<file path="src/rtl/pvfa_pkg.sv">
// ----------------------------------------------------------------------------
// pvfa_pkg
// Shared codes, register offsets and address constants for the planar VRAM
// and font address register block.
// ----------------------------------------------------------------------------
`timescale 1ns / 1ps

package pvfa_pkg;

    // Access kinds carried by the request channel.
    localparam logic [1:0] KIND_REG_WRITE = 2'd0;
    localparam logic [1:0] KIND_REG_READ  = 2'd1;
    localparam logic [1:0] KIND_WIN_WRITE = 2'd2;

    // Register offsets.
    localparam logic [14:0] REG_MIX       = 15'h00;
    localparam logic [14:0] REG_PLANES    = 15'h01;
    localparam logic [14:0] REG_PAGE      = 15'h03;
    localparam logic [14:0] REG_JIS_HIGH  = 15'h14;
    localparam logic [14:0] REG_JIS_LOW   = 15'h15;
    localparam logic [14:0] REG_FONT_LEFT = 15'h16;
    localparam logic [14:0] REG_FONT_RIGHT = 15'h17;
    localparam logic [14:0] REG_ROM_EN    = 15'h19;

    // Address bases.
    localparam logic [19:0] RAM_WIN_BASE = 20'hc0000;
    localparam logic [19:0] RAM_REG_BASE = 20'hcff80;
    localparam logic [20:0] ROM_BASE     = 21'h180000;
    localparam logic [7:0]  PAGE_READ_VALUE = 8'h10;

    // Font offset computation.
    localparam logic [6:0]  JIS_LOW_BIAS    = 7'h20;
    localparam logic [6:0]  JIS_BAND1_LOW   = 7'h30;
    localparam logic [6:0]  JIS_BAND2_LOW   = 7'h70;
    localparam logic [11:0] FONT_ROW_STEP   = 12'hc00;
    localparam logic [17:0] FONT_BAND1_BASE = 18'h08000;
    localparam logic [17:0] FONT_BAND2_BASE = 18'h38000;

    // One result item.
    typedef struct packed {
        logic [7:0]  read_data;
        logic        rom_read;
        logic [20:0] rom_address;
        logic        ram_access;
        logic        ram_write;
        logic [19:0] ram_address;
        logic        vram_write;
        logic [15:0] vram_word_address;
        logic [31:0] vram_data;
        logic [31:0] vram_bit_mask;
    } pvfa_rsp_t;

endpackage

</file>
<file path="src/rtl/pvfa_req_if.sv">
// ----------------------------------------------------------------------------
// pvfa_req_if
// Request channel: one bus access per transfer.
// ----------------------------------------------------------------------------
`timescale 1ns / 1ps

interface pvfa_req_if;
    logic        valid;
    logic        ready;
    logic [1:0]  kind;
    logic [14:0] offset;
    logic [7:0]  data;

    modport source (output valid, output kind, output offset, output data, input ready);
    modport sink   (input valid, input kind, input offset, input data, output ready);
endinterface

</file>
<file path="src/rtl/pvfa_rsp_if.sv">
// ----------------------------------------------------------------------------
// pvfa_rsp_if
// Result channel: decoded outcome of one bus access per transfer.
// ----------------------------------------------------------------------------
`timescale 1ns / 1ps

interface pvfa_rsp_if;
    logic        valid;
    logic        ready;
    logic [7:0]  read_data;
    logic        rom_read;
    logic [20:0] rom_address;
    logic        ram_access;
    logic        ram_write;
    logic [19:0] ram_address;
    logic        vram_write;
    logic [15:0] vram_word_address;
    logic [31:0] vram_data;
    logic [31:0] vram_bit_mask;

    modport source (
        output valid, output read_data, output rom_read, output rom_address,
        output ram_access, output ram_write, output ram_address, output vram_write,
        output vram_word_address, output vram_data, output vram_bit_mask,
        input ready
    );
    modport sink (
        input valid, input read_data, input rom_read, input rom_address,
        input ram_access, input ram_write, input ram_address, input vram_write,
        input vram_word_address, input vram_data, input vram_bit_mask,
        output ready
    );
endinterface

</file>
<file path="src/rtl/pvfa_font_ofs.sv">
// ----------------------------------------------------------------------------
// pvfa_font_ofs
// Maps a JIS code pair to a 17-bit font offset in one of three row bands.
// ----------------------------------------------------------------------------
`timescale 1ns / 1ps

module pvfa_font_ofs
    import pvfa_pkg::*;
(
    input  logic [6:0]  jis_high,
    input  logic [6:0]  jis_low,
    output logic [16:0] font_offset
);

    logic [6:0]  low_m;
    logic [6:0]  high_m;
    logic [16:0] outer_ofs;
    logic [14:0] mid_low;
    logic [18:0] mid_row;
    logic [17:0] mid_sum;

    assign low_m  = jis_low - JIS_LOW_BIAS;
    assign high_m = jis_high - JIS_BAND1_LOW;

    // The outer bands share one bit layout; the top band adds a fixed base.
    assign outer_ofs = {3'b000, low_m[5], low_m[6], jis_high[2:0], jis_low[4:0], 4'b0000};

    // Middle band: the fields do not overlap, so only the row term needs a real add.
    assign mid_low = {low_m[6:5], jis_high[3:0], jis_low[4:0], 4'b0000};
    assign mid_row = 19'({high_m[6:4], 4'b0000}) * 19'(FONT_ROW_STEP);
    assign mid_sum = 18'(mid_low) + mid_row[17:0] + FONT_BAND1_BASE;

    always_comb
    begin
        if (jis_high < JIS_BAND1_LOW)
        begin
            font_offset = outer_ofs;
        end
        else if (jis_high < JIS_BAND2_LOW)
        begin
            font_offset = mid_sum[16:0];
        end
        else
        begin
            font_offset = outer_ofs | FONT_BAND2_BASE[16:0];
        end
    end

endmodule

</file>
<file path="src/rtl/planar_vram_and_font_address_regs_top.sv">
// ----------------------------------------------------------------------------
// planar_vram_and_font_address_regs_top
// Register file and address mapper for a planar graphics window and font ROM.
// ----------------------------------------------------------------------------
// Usage:
//   Bus accesses arrive on the req channel (kind, offset, data); each transfer
//   produces exactly one item on the rsp channel carrying register read data,
//   a font ROM address, a redirected main RAM access or a masked VRAM word
//   write. Fields that do not apply to an access are zero.
//   cfg_we/cfg_wdata set main-memory mode; write it only while the block is
//   idle.
//   A req transfer reaches rsp valid through the input register, then the
//   decode and register update feeding the result register. One access is
//   accepted per cycle unless rsp stalls; the rate is set by the single decode
//   stage, where register state updates in the same cycle the result is formed.
//   When the receiver stalls, the result register holds its item, the input
//   register holds one more, and req.ready drops only once both are full.
//   Reset clears the register file, the mode bit and both pipeline valids.
// ----------------------------------------------------------------------------
`timescale 1ns / 1ps

module planar_vram_and_font_address_regs_top
    import pvfa_pkg::*;
(
    input  logic        clk,
    input  logic        rst_n,
    input  logic        cfg_we,
    input  logic        cfg_wdata,
    pvfa_req_if.sink    req,
    pvfa_rsp_if.source  rsp
);

    logic        mode_reg;

    logic        s1_valid_reg;
    logic [1:0]  s1_kind_reg;
    logic [14:0] s1_offset_reg;
    logic [7:0]  s1_data_reg;

    logic        out_valid_reg;
    pvfa_rsp_t   out_reg;
    pvfa_rsp_t   out_next;

    logic [3:0]  write_planes_reg, write_planes_next;
    logic [1:0]  read_plane_reg, read_plane_next;
    logic        page_select_reg, page_select_next;
    logic [7:0]  mix_value_reg, mix_value_next;
    logic        font_rom_enable_reg, font_rom_enable_next;
    logic [6:0]  jis_high_reg, jis_high_next;
    logic [6:0]  jis_low_reg, jis_low_next;
    logic [16:0] font_offset_reg, font_offset_next;

    logic [16:0] computed_ofs;
    logic [7:0]  mask_byte;
    logic        s1_advance;
    logic        in_take;

    assign s1_advance = s1_valid_reg && (!out_valid_reg || rsp.ready);
    assign req.ready  = !s1_valid_reg || s1_advance;
    assign in_take    = req.valid && req.ready;

    // The new JIS low byte is used together with the stored high byte.
    pvfa_font_ofs u_font_ofs (
        .jis_high    (jis_high_reg),
        .jis_low     (s1_data_reg[6:0]),
        .font_offset (computed_ofs)
    );

    assign mask_byte = {write_planes_reg, write_planes_reg};

    always_comb
    begin
        out_next             = '0;
        write_planes_next    = write_planes_reg;
        read_plane_next      = read_plane_reg;
        page_select_next     = page_select_reg;
        mix_value_next       = mix_value_reg;
        font_rom_enable_next = font_rom_enable_reg;
        jis_high_next        = jis_high_reg;
        jis_low_next         = jis_low_reg;
        font_offset_next     = font_offset_reg;

        case (s1_kind_reg)
            KIND_REG_WRITE, KIND_REG_READ:
            begin
                if (mode_reg)
                begin
                    out_next.ram_access  = 1'b1;
                    out_next.ram_write   = (s1_kind_reg == KIND_REG_WRITE);
                    out_next.ram_address = 20'(s1_offset_reg) + RAM_REG_BASE;
                end
                else if (s1_kind_reg == KIND_REG_WRITE)
                begin
                    case (s1_offset_reg)
                        REG_MIX:      mix_value_next = s1_data_reg;
                        REG_PLANES:
                        begin
                            write_planes_next = s1_data_reg[3:0];
                            read_plane_next   = s1_data_reg[7:6];
                        end
                        REG_PAGE:     page_select_next = s1_data_reg[4];
                        REG_JIS_HIGH: jis_high_next = s1_data_reg[6:0];
                        REG_JIS_LOW:
                        begin
                            jis_low_next     = s1_data_reg[6:0];
                            font_offset_next = computed_ofs;
                        end
                        REG_ROM_EN:   font_rom_enable_next = s1_data_reg[0];
                        default:      ;
                    endcase
                end
                else
                begin
                    case (s1_offset_reg)
                        REG_MIX:    out_next.read_data = mix_value_reg;
                        REG_PLANES: out_next.read_data = {read_plane_reg, 2'b00,
                                                          write_planes_reg};
                        REG_PAGE:   out_next.read_data = page_select_reg ? PAGE_READ_VALUE
                                                                         : 8'h00;
                        REG_FONT_LEFT:
                        begin
                            out_next.rom_read    = 1'b1;
                            out_next.rom_address = ROM_BASE + {3'b000, font_offset_reg, 1'b0};
                        end
                        REG_FONT_RIGHT:
                        begin
                            out_next.rom_read    = 1'b1;
                            out_next.rom_address = ROM_BASE + {3'b000, font_offset_reg, 1'b1};
                            font_offset_next     = font_offset_reg + 17'd1;
                        end
                        REG_ROM_EN: out_next.read_data = {7'b0000000, font_rom_enable_reg};
                        default:    ;
                    endcase
                end
            end
            KIND_WIN_WRITE:
            begin
                if (mode_reg)
                begin
                    out_next.ram_access  = 1'b1;
                    out_next.ram_write   = 1'b1;
                    out_next.ram_address = 20'(s1_offset_reg) + RAM_WIN_BASE;
                end
                else if (write_planes_reg != 4'b0000)
                begin
                    out_next.vram_write        = 1'b1;
                    out_next.vram_word_address = {page_select_reg, s1_offset_reg};
                    // Each data bit pair fills the low and high nibble pixel of one byte.
                    for (int k = 0; k < 4; k++)
                    begin
                        out_next.vram_data[8*k +: 8]     = {{4{s1_data_reg[6-2*k]}},
                                                            {4{s1_data_reg[7-2*k]}}} & mask_byte;
                        out_next.vram_bit_mask[8*k +: 8] = mask_byte;
                    end
                end
            end
            default: ;
        endcase
    end

    always_ff @(posedge clk or negedge rst_n)
    begin
        if (!rst_n)
        begin
            mode_reg            <= 1'b0;
            s1_valid_reg        <= 1'b0;
            out_valid_reg       <= 1'b0;
            write_planes_reg    <= '0;
            read_plane_reg      <= '0;
            page_select_reg     <= 1'b0;
            mix_value_reg       <= '0;
            font_rom_enable_reg <= 1'b0;
            jis_high_reg        <= '0;
            jis_low_reg         <= '0;
            font_offset_reg     <= '0;
        end
        else
        begin
            if (cfg_we)
            begin
                mode_reg <= cfg_wdata;
            end
            if (in_take)
            begin
                s1_valid_reg <= 1'b1;
            end
            else if (s1_advance)
            begin
                s1_valid_reg <= 1'b0;
            end
            if (s1_advance)
            begin
                out_valid_reg       <= 1'b1;
                write_planes_reg    <= write_planes_next;
                read_plane_reg      <= read_plane_next;
                page_select_reg     <= page_select_next;
                mix_value_reg       <= mix_value_next;
                font_rom_enable_reg <= font_rom_enable_next;
                jis_high_reg        <= jis_high_next;
                jis_low_reg         <= jis_low_next;
                font_offset_reg     <= font_offset_next;
            end
            else if (rsp.ready)
            begin
                out_valid_reg <= 1'b0;
            end
        end
    end

    always_ff @(posedge clk)
    begin
        if (in_take)
        begin
            s1_kind_reg   <= req.kind;
            s1_offset_reg <= req.offset;
            s1_data_reg   <= req.data;
        end
        if (s1_advance)
        begin
            out_reg <= out_next;
        end
    end

    assign rsp.valid             = out_valid_reg;
    assign rsp.read_data         = out_reg.read_data;
    assign rsp.rom_read          = out_reg.rom_read;
    assign rsp.rom_address       = out_reg.rom_address;
    assign rsp.ram_access        = out_reg.ram_access;
    assign rsp.ram_write         = out_reg.ram_write;
    assign rsp.ram_address       = out_reg.ram_address;
    assign rsp.vram_write        = out_reg.vram_write;
    assign rsp.vram_word_address = out_reg.vram_word_address;
    assign rsp.vram_data         = out_reg.vram_data;
    assign rsp.vram_bit_mask     = out_reg.vram_bit_mask;

`ifndef NO_ASSERTIONS
    // With the result register empty the input side can always take a transfer.
    assert property (@(posedge clk) disable iff (!rst_n)
        !out_valid_reg |-> req.ready)
        else $error("req.ready low while the result register is empty");

    // A result never both redirects to RAM and writes VRAM.
    assert property (@(posedge clk) disable iff (!rst_n)
        out_valid_reg |-> !(out_reg.vram_write && out_reg.ram_access))
        else $error("result drives both RAM and VRAM");

    // Main-memory mode leaves the register state untouched.
    assert property (@(posedge clk) disable iff (!rst_n)
        (s1_advance && mode_reg) |=>
            $stable(font_offset_reg) && $stable(write_planes_reg) && $stable(jis_high_reg))
        else $error("register state changed in main-memory mode");

    // Reading the second font byte advances the offset by one.
    assert property (@(posedge clk) disable iff (!rst_n)
        (s1_advance && !mode_reg && s1_kind_reg == KIND_REG_READ
            && s1_offset_reg == REG_FONT_RIGHT) |=>
            font_offset_reg == 17'($past(font_offset_reg) + 17'd1))
        else $error("font offset did not advance after second byte read");

    // A font ROM read reports no register data.
    assert property (@(posedge clk) disable iff (!rst_n)
        (out_valid_reg && out_reg.rom_read) |-> out_reg.read_data == 8'h00)
        else $error("ROM read carries register data");
`endif

endmodule

</file>
<file path="src/flat_wrapper.sv">
// flat-port wrapper written by rule: the top's interface ports become plain ports
module planar_vram_and_font_address_regs_top_flat import pvfa_pkg::*;
  (clk, rst_n, cfg_we, cfg_wdata, req_valid, req_kind, req_offset, req_data, req_ready, rsp_valid, rsp_read_data, rsp_rom_read, rsp_rom_address, rsp_ram_access, rsp_ram_write, rsp_ram_address, rsp_vram_write, rsp_vram_word_address, rsp_vram_data, rsp_vram_bit_mask, rsp_ready);
  pvfa_req_if req_i ();
  pvfa_rsp_if rsp_i ();
  input  logic clk;
  input  logic rst_n;
  input  logic cfg_we;
  input  logic cfg_wdata;
  input wire logic [$bits(req_i.valid)-1:0] req_valid;
  input wire logic [$bits(req_i.kind)-1:0] req_kind;
  input wire logic [$bits(req_i.offset)-1:0] req_offset;
  input wire logic [$bits(req_i.data)-1:0] req_data;
  output wire logic [$bits(req_i.ready)-1:0] req_ready;
  output wire logic [$bits(rsp_i.valid)-1:0] rsp_valid;
  output wire logic [$bits(rsp_i.read_data)-1:0] rsp_read_data;
  output wire logic [$bits(rsp_i.rom_read)-1:0] rsp_rom_read;
  output wire logic [$bits(rsp_i.rom_address)-1:0] rsp_rom_address;
  output wire logic [$bits(rsp_i.ram_access)-1:0] rsp_ram_access;
  output wire logic [$bits(rsp_i.ram_write)-1:0] rsp_ram_write;
  output wire logic [$bits(rsp_i.ram_address)-1:0] rsp_ram_address;
  output wire logic [$bits(rsp_i.vram_write)-1:0] rsp_vram_write;
  output wire logic [$bits(rsp_i.vram_word_address)-1:0] rsp_vram_word_address;
  output wire logic [$bits(rsp_i.vram_data)-1:0] rsp_vram_data;
  output wire logic [$bits(rsp_i.vram_bit_mask)-1:0] rsp_vram_bit_mask;
  input wire logic [$bits(rsp_i.ready)-1:0] rsp_ready;
  assign req_i.valid = req_valid;
  assign req_i.kind = req_kind;
  assign req_i.offset = req_offset;
  assign req_i.data = req_data;
  assign req_ready = req_i.ready;
  assign rsp_valid = rsp_i.valid;
  assign rsp_read_data = rsp_i.read_data;
  assign rsp_rom_read = rsp_i.rom_read;
  assign rsp_rom_address = rsp_i.rom_address;
  assign rsp_ram_access = rsp_i.ram_access;
  assign rsp_ram_write = rsp_i.ram_write;
  assign rsp_ram_address = rsp_i.ram_address;
  assign rsp_vram_write = rsp_i.vram_write;
  assign rsp_vram_word_address = rsp_i.vram_word_address;
  assign rsp_vram_data = rsp_i.vram_data;
  assign rsp_vram_bit_mask = rsp_i.vram_bit_mask;
  assign rsp_i.ready = rsp_ready;
  planar_vram_and_font_address_regs_top u_core (.clk(clk), .rst_n(rst_n), .cfg_we(cfg_we), .cfg_wdata(cfg_wdata), .req(req_i), .rsp(rsp_i));
endmodule
</file>
<file path="config.mk">
export PLATFORM = sky130hd
export DESIGN_NAME = planar_vram_and_font_address_regs_top_flat
export DESIGN_NICKNAME = d
export VERILOG_FILES = /design/src/rtl/pvfa_pkg.sv /design/src/rtl/pvfa_req_if.sv /design/src/rtl/pvfa_rsp_if.sv /design/src/rtl/pvfa_font_ofs.sv /design/src/rtl/planar_vram_and_font_address_regs_top.sv /design/src/flat_wrapper.sv
export SDC_FILE = /design/constraint.sdc
export NUM_CORES = 1
export LEC_CHECK = 0
export ABC_CLOCK_PERIOD_IN_PS = 3170
export BUFFER_PORTS_ARGS = -buffer_cell sky130_fd_sc_hd__buf_2
export CAP_MARGIN = 20
export CORE_MARGIN = 4
export CORE_UTILIZATION = 26
export CTS_BUF_LIST = sky130_fd_sc_hd__clkbuf_16
export CTS_CLUSTER_SIZE = 12
export DETAILED_ROUTE_END_ITERATION = 8
export PLACE_DENSITY_LB_ADDON = 0.3
export SYNTH_ARGS = -nofsm -noshare
export SYNTH_HDL_FRONTEND = slang
export SYNTH_HIERARCHICAL = 1
export SYNTH_SLANG_ARGS = --single-unit
export TNS_END_PERCENT = 100
</file>
<file path="constraint.sdc">
create_clock -name clk -period 3.17 [get_ports clk]
set_input_delay 0.317 -clock clk [delete_from_list [all_inputs] [get_ports clk]]
set_output_delay 0.317 -clock clk [all_outputs]
set_load 0.02 [all_outputs]
</file>
==> out/qor.yml, run 1 <==
fillers: 2814
cts_tree: "yes"
min_period_over_period_pct: 82.9
path_class: "reg -> reg"
endpoint_kind: "register"
cts.sinks: 167
synth_edf_count: 124
layout_commonest_cell: "buf_2"
fin_tns_setup_ns: 0
grt_max_degree: 47
max_cap_viol_count: 0
met2_usage_pct: 18.1
largest_reg_flops: 32
clock_skew_ns: 0.00974
setup-violations-final: 0
ys_warn_count: 6
cts_max_path_buffers: 2
synth-seq-area-share_pct: 65.2
design.core.area_um2: 27900
synth.area.top_cells: "edfxtp_1 51%, dfrtp_1 15%, buf_4 4.7%"
slew_violations: 0
synth_simple_gate_area_share_pct: 14.7
avgRoutedWirePerCell_um: 16.2
gp_congestion: 0.756
use_met3_pct: 2.89
rsz0062_at_grt: "false"
min_path_type: "in -> reg"
p_per_area_nw_per_um2: 564
io_buffers: 163
worstPathArrival_ns: 2.95
syn_inst: 575
syn-cell-area_um2: 7360
antenna_left: 0
muxShareOfSynthArea_pct: 4.95
row_count: 61
dieArea_um2: 31100
grt_pass1_vias: 4631
grt_pass1_wl_um: 27600
dr.pass1.iters: 4
syn_avg_cell_area_um2: 12.8
diodes: 0
drcViolationCount: 0
hold_violations: 0
wirelength_um: 17800
cts_max_level: 4
mostFrequentLayoutCells: "163 x buf_2, 124 x edfxtp_1, 44 x and2_1, 43 x dfrtp_1, 37 x and3_1"
syn2layout_area_growth_pct: 20.9
startpoint_type: "register"
status: "completed"
nNetsFinal: 741
synth_cell_type_count: 48
ys_seq_elements: 167
num_vias: 4752
yosys.area_share.adder_pct: 1.02
numCtsBuffers: 17
max_clock_freq_mhz: 380
die_x_um: 176
postSynth.asyncResetShare_pct: 25.7
use_met1_pct: 15.8
synth_top_area_share_pct: 50.6
synth_ff_type: "edfxtp_1"
yosysTopAreaCell: "edfxtp_1"
crit_fanout: 34
clockRootBuffer: "clkbuf_16"
tightest_slew_ns: 0.728
synth_xor_xnor_area_share_pct: 1.29
synth_compound_area_share_pct: 5.81
slew_headroom_pct: 51.5
track_usage_pct: 11.6
antenna_found_initial: 1
drt_iter0_markers: 356
cts_resized: 0
clkTransAtPathRegs_ns: 0.07
fin_util_pct: 32.0
period_minus_slack_ns: 2.63
viasPerCell: 4.34
synth_top_family_by_area: "simple AND/OR/NAND/NOR gates"
grt-ovfl-total: 0
post-dp-hpwl_um: 12400
start_util_pct: 26.4
worstPathRequired_ns: 3.49
drive_above_1_share_pct: 33.3
busiest_layer: "met2"
ios: 166
die_h_um: 176
max-vdd-ir-drop_uv: 346
p_leak_nw: 3.84
clk-insertion-delay-late_ns: 0.42
==> synth_stat cells, drive strengths merged, types with 12 or more instances <==
library cell,n
o21ai,18
a21oi,35
inv,13
nand3,12
and2,44
nor2,31
clkbuf,23
buf,49
nand2,37
edfxtp,124
mux2,24
dfrtp,43
and3,37
==> worst paths after layout <==
| path | startpoint | end | slack (ns) | depth (start not counted) |
|---|---|---|---|---|
| max | u_core/s1_offset_reg[9] | u_core/font_offset_reg[16] | 0.54 | 6 |
| min | req_data[0] | u_core/s1_data_reg[0] | 0.07 | 1 |
| max reg2reg | u_core/s1_offset_reg[9] | u_core/font_offset_reg[16] | 0.54 | 6 |
| min reg2reg | u_core/read_plane_reg[0] | u_core/read_plane_reg[0] | 0.51 | 1 |
| max in group asynchronous | rst_n | u_core/jis_high_reg[4] | 2.32 | 3 |
| min in group asynchronous | rst_n | u_core/font_offset_reg[9] | 0.35 | 2 |
==> critical path, cell delays in order, from the launching register on <==
cell,delay (ns)
edfxtp_1,0.49
or4_4,0.58
or4_4,0.51
nor4_4,0.25
buf_4,0.35
nand2_1,0.09
a22o_1,0.23
==> per-stage QoR <==
step / setup WS (ns) / instance area, um^2 / total power, mW / std cells / hold WS (ns)
2_1_floorplan: 0.0861 / 7380 / 2.90 / 579 / 0.0214
4_1_cts: 0.543 / 8870 / 5.09 / 1093 / 0.0400
6_report: 0.542 / 8900 / 5.02 / 1095 / 0.0655
3_3_place_gp: 0.568 / 8310 / 3.07 / 1061 / 0.480
3_5_place_dp: 0.545 / 8310 / 3.07 / 1061 / 0.490
5_1_grt: 0.384 / 8900 / 5.23 / 1095 / 0.0407
==> power by group <==
part / switching, mW / total [mW] / internal, mW
Sequential: 0.0759 / 2.56 / 2.48
Clock: 0.855 / 2.00 / 1.15
Combinational: 0.327 / 0.464 / 0.137
==> repair_timing <==
action / 4_1_cts / 5_1_grt
hold endpoints to repair: 0 / 13
buffers inserted: 0 / 0
hold buffers: 0 / 1
==> final cells by class <==
type                       instances  area [um^2]  area share (%)
clock inverter                    15          140            1.57
multi-input combinational        327         2070            23.2
clock buffer                      17          425            4.78
timing repair buffer             178          943            10.6
inverter                          13         51.3           0.576
sequential                       167         4800            53.9
tap                              378          473            5.31
==> metal layers <==
metal  vias up  routed length, um
li1       2275                  -
met1      2329               8310
met2       126               8260
met3        20                963
met4         2                240
met5         -                 13
==> kinds of logic (layout without fill, tap and decap cells) <==
kind of cell | Yosys count | after routing
buffers and inverters | 85 | 223
adders and majority gates | 6 | 6
muxes | 33 | 33
other | 2 | 6
xor gates and xnor gates | 10 | 10
AOI/OAI and AO/OA | 74 | 74
and+or+nand+nor | 198 | 198
DFF | 167 | 167
Note: power is estimated with default switching activity, not from simulation.
==> inputs of run 2 (changes only) <==
- ABC_CLOCK_PERIOD_IN_PS: 3170 -> 2600
- clock period: 3.17 -> 2.6 ns (I/O delays scaled with it)
==> run 2 against run 1 <==
Net effect:
- critical path type unchanged
- global-route usage about the same
- final area grew 3.2%
- sequential power rose by 21%
- critical endpoint unchanged
==> out/qor.yml, run 2 (same netlist as run 1, synthesis figures left out) <==
multi_input_area_um2: 2080
fin_util_pct: 33.0
clk-insertion-delay-late_ns: 0.42
die_x_um: 176
gp_congestion: 0.768
design.core.area_um2: 27900
fin_tns_setup_ns: 0
worstPathRequired_ns: 2.91
grt_pass1_wl_um: 27500
status: "completed"
viasPerCell: 4.31
grt_pass1_vias: 4641
cts_max_level: 4
track_usage_pct: 11.6
path_class: "reg -> reg"
dp.cells: 1064
clockRootBuffer: "clkbuf_16"
tightest_slew_ns: 0.534
slowest_delay_ns: 0.58
grt-ovfl-total: 0
power_frac_comb_pct: 9.2
max_cap_viol_count: 0
slew_headroom_pct: 64.4
numCtsBuffers: 17
min_period_over_period_pct: 95.2
post-dp-hpwl_um: 12500
start_util_pct: 26.4
power_frac_seq_pct: 47.6
wirelength_um: 17700
hold_violations: 0
die_h_um: 176
period_minus_slack_ns: 2.47
drt_iter0_markers: 319
dr.pass1.iters: 7
setup-violations-final: 0
grt_max_degree: 46
cts_max_path_buffers: 2
p_leak_nw: 3.96
ios: 166
startpoint_type: "register"
cts_tree: "yes"
nNetsFinal: 756
min_path_type: "in -> reg"
drive_above_1_share_pct: 33.3
max-vdd-ir-drop_uv: 395
crit_chain: "or4_4 > or4_4 > nor4_4 > buf_12 > nand2_1 > a22o_1"
max_clock_freq_mhz: 404
row_count: 61
holdWs_ns: 0.0145
worst_path_most_repeated_cell: "or4_4"
slew_violations: 0
diodes: 0
cts.sinks: 167
layout_commonest_cell: "buf_2"
clock_skew_ns: 0.0171
worstHoldPathCells: 1
cts_setup_buffers: 0
fillers: 2803
mostFrequentLayoutCells: "163 x buf_2, 124 x edfxtp_1, 44 x and2_1, 43 x dfrtp_1, 37 x and3_1"
slowest_stage: "or4_4"
drcViolationCount: 0
largest_reg_flops: 32
worstPathArrival_ns: 2.78
p_sw_mw: 1.52
avgRoutedWirePerCell_um: 15.9
p_per_area_nw_per_um2: 711
dieArea_um2: 31100
p_clk_share_pct: 43.2
crit_fanout: 34
io_buffers: 163
syn2layout_area_growth_pct: 24.8
antenna_found_initial: 0
p_int_mw: 5.01
ff_latch_area_um2: 4800
fin_cells: 1110
rsz0062_at_grt: "false"
clkTransAtPathRegs_ns: 0.07
reg2reg_depth: 6
antenna_left: 0
endpoint_kind: "register"
num_vias: 4788
switching_share_pct: 23.3
[run 2: final timing paths]
check,slack (ns),to,from
worst max-delay path,0.13,u_core/font_offset_reg[16],u_core/s1_offset_reg[3]
worst min-delay path,0.01,u_core/s1_offset_reg[12],req_offset[12]
worst max register to register,0.13,u_core/font_offset_reg[16],u_core/s1_offset_reg[3]
worst min register to register,0.51,u_core/font_rom_enable_reg,u_core/font_rom_enable_reg
max in group asynchronous,1.88,u_core/font_offset_reg[15],rst_n
min in group asynchronous,0.24,u_core/font_offset_reg[3],rst_n
[run 2: layer usage]
layer  vias up  wire, um  GRT usage, %
li1       2311         -             -
met1      2308      8200          16.1
met2       152      8340          18.2
met3        17       915          2.72
met4         0       238          3.31
met5         -         0             0
[run 2: what timing repair did]
action / in CTS / in global routing
hold endpoints to repair: 5 / 35
endpoints found under the setup margin: 0 / 15
hold buffers: 5 / 8
resized for setup: 0 / 1
[run 2: area by class of cell]
type / count / share of cell area (%)
repair buffers: 193 / 12.2
multi-input cells: 327 / 22.6
clock buffers: 17 / 4.63
well taps: 378 / 5.15
flip-flops and latches: 167 / 52.3
clock inverters: 15 / 2.55
inverters: 13 / 0.572
[run 2: worst max-delay path, delay by kind of cell, from the launching register on]
| kind | cells | cell delay [ns] |
|---|---|---|
| buf+inv | 1 | 0.22 |
| flops | 1 | 0.42 |
| compound gates | 1 | 0.23 |
| simple gates | 4 | 1.47 |
[run 2: power by group through the flow]
stage,sequential (mW),combinational [mW],clock [mW]
floorplan,3.28,0.256,0
global route,3.12,0.652,3.03
detailed placement,3.16,0.594,0
global placement,3.16,0.592,0
CTS,3.11,0.601,2.89
finish,3.10,0.600,2.82
[run 2: per-stage QoR]
stage | total power, mW | worst slack (ns) | cell area, um^2
3_3_place_gp | 3.75 | 0.171 | 8370
6_report | 6.53 | 0.126 | 9190
3_5_place_dp | 3.76 | 0.145 | 8370
2_1_floorplan | 3.53 | 0.0470 | 7380
4_1_cts | 6.60 | 0.134 | 9080
5_1_grt | 6.80 | 0.0237 | 9190
==> inputs of run 3 (changes only) <==
- ABC_CLOCK_PERIOD_IN_PS: 2600 -> 2400
- PLACE_DENSITY_LB_ADDON: 0.3 -> default
- clock period: 2.6 -> 2.4 ns (I/O delays scaled with it)
==> run 3 against run 2 <==
Net effect:
- clock power fell by 8.2%
- combinational power up 12%
- die area stayed put
- register-to-register slack gained 0.03 ns
- largest power group unchanged
==> out/qor.yml, run 3 (same netlist as run 1, synthesis figures left out) <==
power_frac_comb_pct: 10.1
clk-insertion-delay-late_ns: 0.42
holdWs_ns: 0.0223
clockRootBuffer: "clkbuf_16"
p_sw_mw: 1.70
power_frac_seq_pct: 50.7
antenna_left: 0
diodes: 0
r2r_slack_ns: 0.15
row_count: 61
num_vias: 4873
rsz0062_at_grt: "false"
syn2layout_area_growth_pct: 26.1
worstPathArrival_ns: 2.55
cts_tree: "yes"
largest_reg_flops: 32
drt_iter0_markers: 288
cts_setup_buffers: 0
max_cap_viol_count: 0
layout_commonest_cell: "buf_2"
min_period_over_period_pct: 93.5
grt_pass1_wl_um: 27500
period_minus_slack_ns: 2.25
slew_headroom_pct: 57.4
cts.sinks: 167
cp-startpoint: "u_core/s1_offset_reg[3]"
mostFrequentLayoutCells: "163 x buf_2, 124 x edfxtp_1, 44 x and2_1, 42 x dfrtp_1, 37 x and3_1"
max-vdd-ir-drop_uv: 436
cts_max_path_buffers: 2
grt_pass1_vias: 4824
p_int_mw: 4.92
dieArea_um2: 31100
worstPathRequired_ns: 2.70
reg2reg_from: "u_core/s1_offset_reg[3]"
die_x_um: 176
p_per_area_nw_per_um2: 714
switching_share_pct: 25.7
start_util_pct: 26.4
grt-ovfl-total: 0
status: "completed"
io_buffers: 163
crit_fanout: 6
endpoint_kind: "register"
wirelength_um: 17800
max_clock_freq_mhz: 445
tightest_slew_ns: 0.638
clkTransAtPathRegs_ns: 0.06
gp_congestion: 0.792
min_path_type: "in -> reg"
track_usage_pct: 11.5
p_leak_nw: 4.00
viasPerCell: 4.30
die_h_um: 176
drive_above_1_share_pct: 33.6
post-dp-hpwl_um: 12700
drcViolationCount: 0
ios: 166
design.core.area_um2: 27900
clock_skew_ns: 0.00834
dr.pass1.iters: 4
cts_max_level: 4
hold_violations: 0
slew_violations: 0
grt_max_degree: 62
nNetsFinal: 778
antenna_found_initial: 1
numCtsBuffers: 17
startpoint_type: "register"
fin_tns_setup_ns: 0
avgRoutedWirePerCell_um: 15.8
path_class: "reg -> reg"
setup-violations-final: 0
p_clk_share_pct: 39.2
worstHoldStart: "req_kind[0]"
==> run 3: layout make-up <==
| class | count | area (um^2) |
|---|---|---|
| multi-input combinational | 327 | 2070 |
| clock buffer | 17 | 425 |
| fill | 2756 | 18600 |
| tap | 378 | 473 |
| timing repair buffer | 215 | 1330 |
| sequential | 167 | 4800 |
| inverter | 13 | 52.6 |
| clock inverter | 15 | 130 |
==> run 3: worst paths after layout <==
path,endpoint,cells after the start
max in group asynchronous,u_core/rsp.valid,3
max reg2reg,u_core/write_planes_reg[1],5
min,u_core/s1_kind_reg[0],1
min reg2reg,u_core/font_rom_enable_reg,1
max,u_core/write_planes_reg[1],5
min in group asynchronous,u_core/font_offset_reg[2],2
==> run 3: worst max-delay path, stage by stage (launching register included) <==
cell and delay (ns):
edfxtp_1 0.38, or4_4 0.56, or3_1 0.41, nor2_1 0.14, nand3_1 0.27, mux2_2 0.36
==> run 3: power by group through the flow <==
stage                     sequential, mW  clock [mW]  combinational, mW
final                               3.36        2.59              0.670
after global routing                3.38        2.79              0.727
after CTS                           3.37        2.67              0.682
after detailed placement            3.43           0              0.646
after global placement              3.42           0              0.640
after floorplan                     3.55           0              0.278
==> run 3: per-stage QoR <==
stage	setup WS, ns	cells	power, mW	instance area, um^2	util (%)
6_report	0.155	1132	6.62	9280	33.3
5_1_grt	0.0542	1132	6.90	9280	33.3
4_1_cts	0.0389	1132	6.71	9280	33.3
3_5_place_dp	0.0541	1073	4.07	8450	30.3
3_3_place_gp	0.0923	1073	4.06	8450	30.3
2_1_floorplan	-0.0855	579	3.83	7380	-
==> run 3: metal layers <==
metal,vias up,global-route usage [%],part of all wire (%)
li1,2349,-,-
met5,-,0,0
met2,142,19.1,48
met4,0,3.64,1.3
met1,2368,15.1,45
met3,14,2.57,5.7
==> run 3: repair_timing <==
item                                    in CTS  in global routing
endpoints found under the setup margin       0                 16
gates resized for setup                      0                  1
hold endpoints to repair                    46                  0
hold buffers                                27                  0
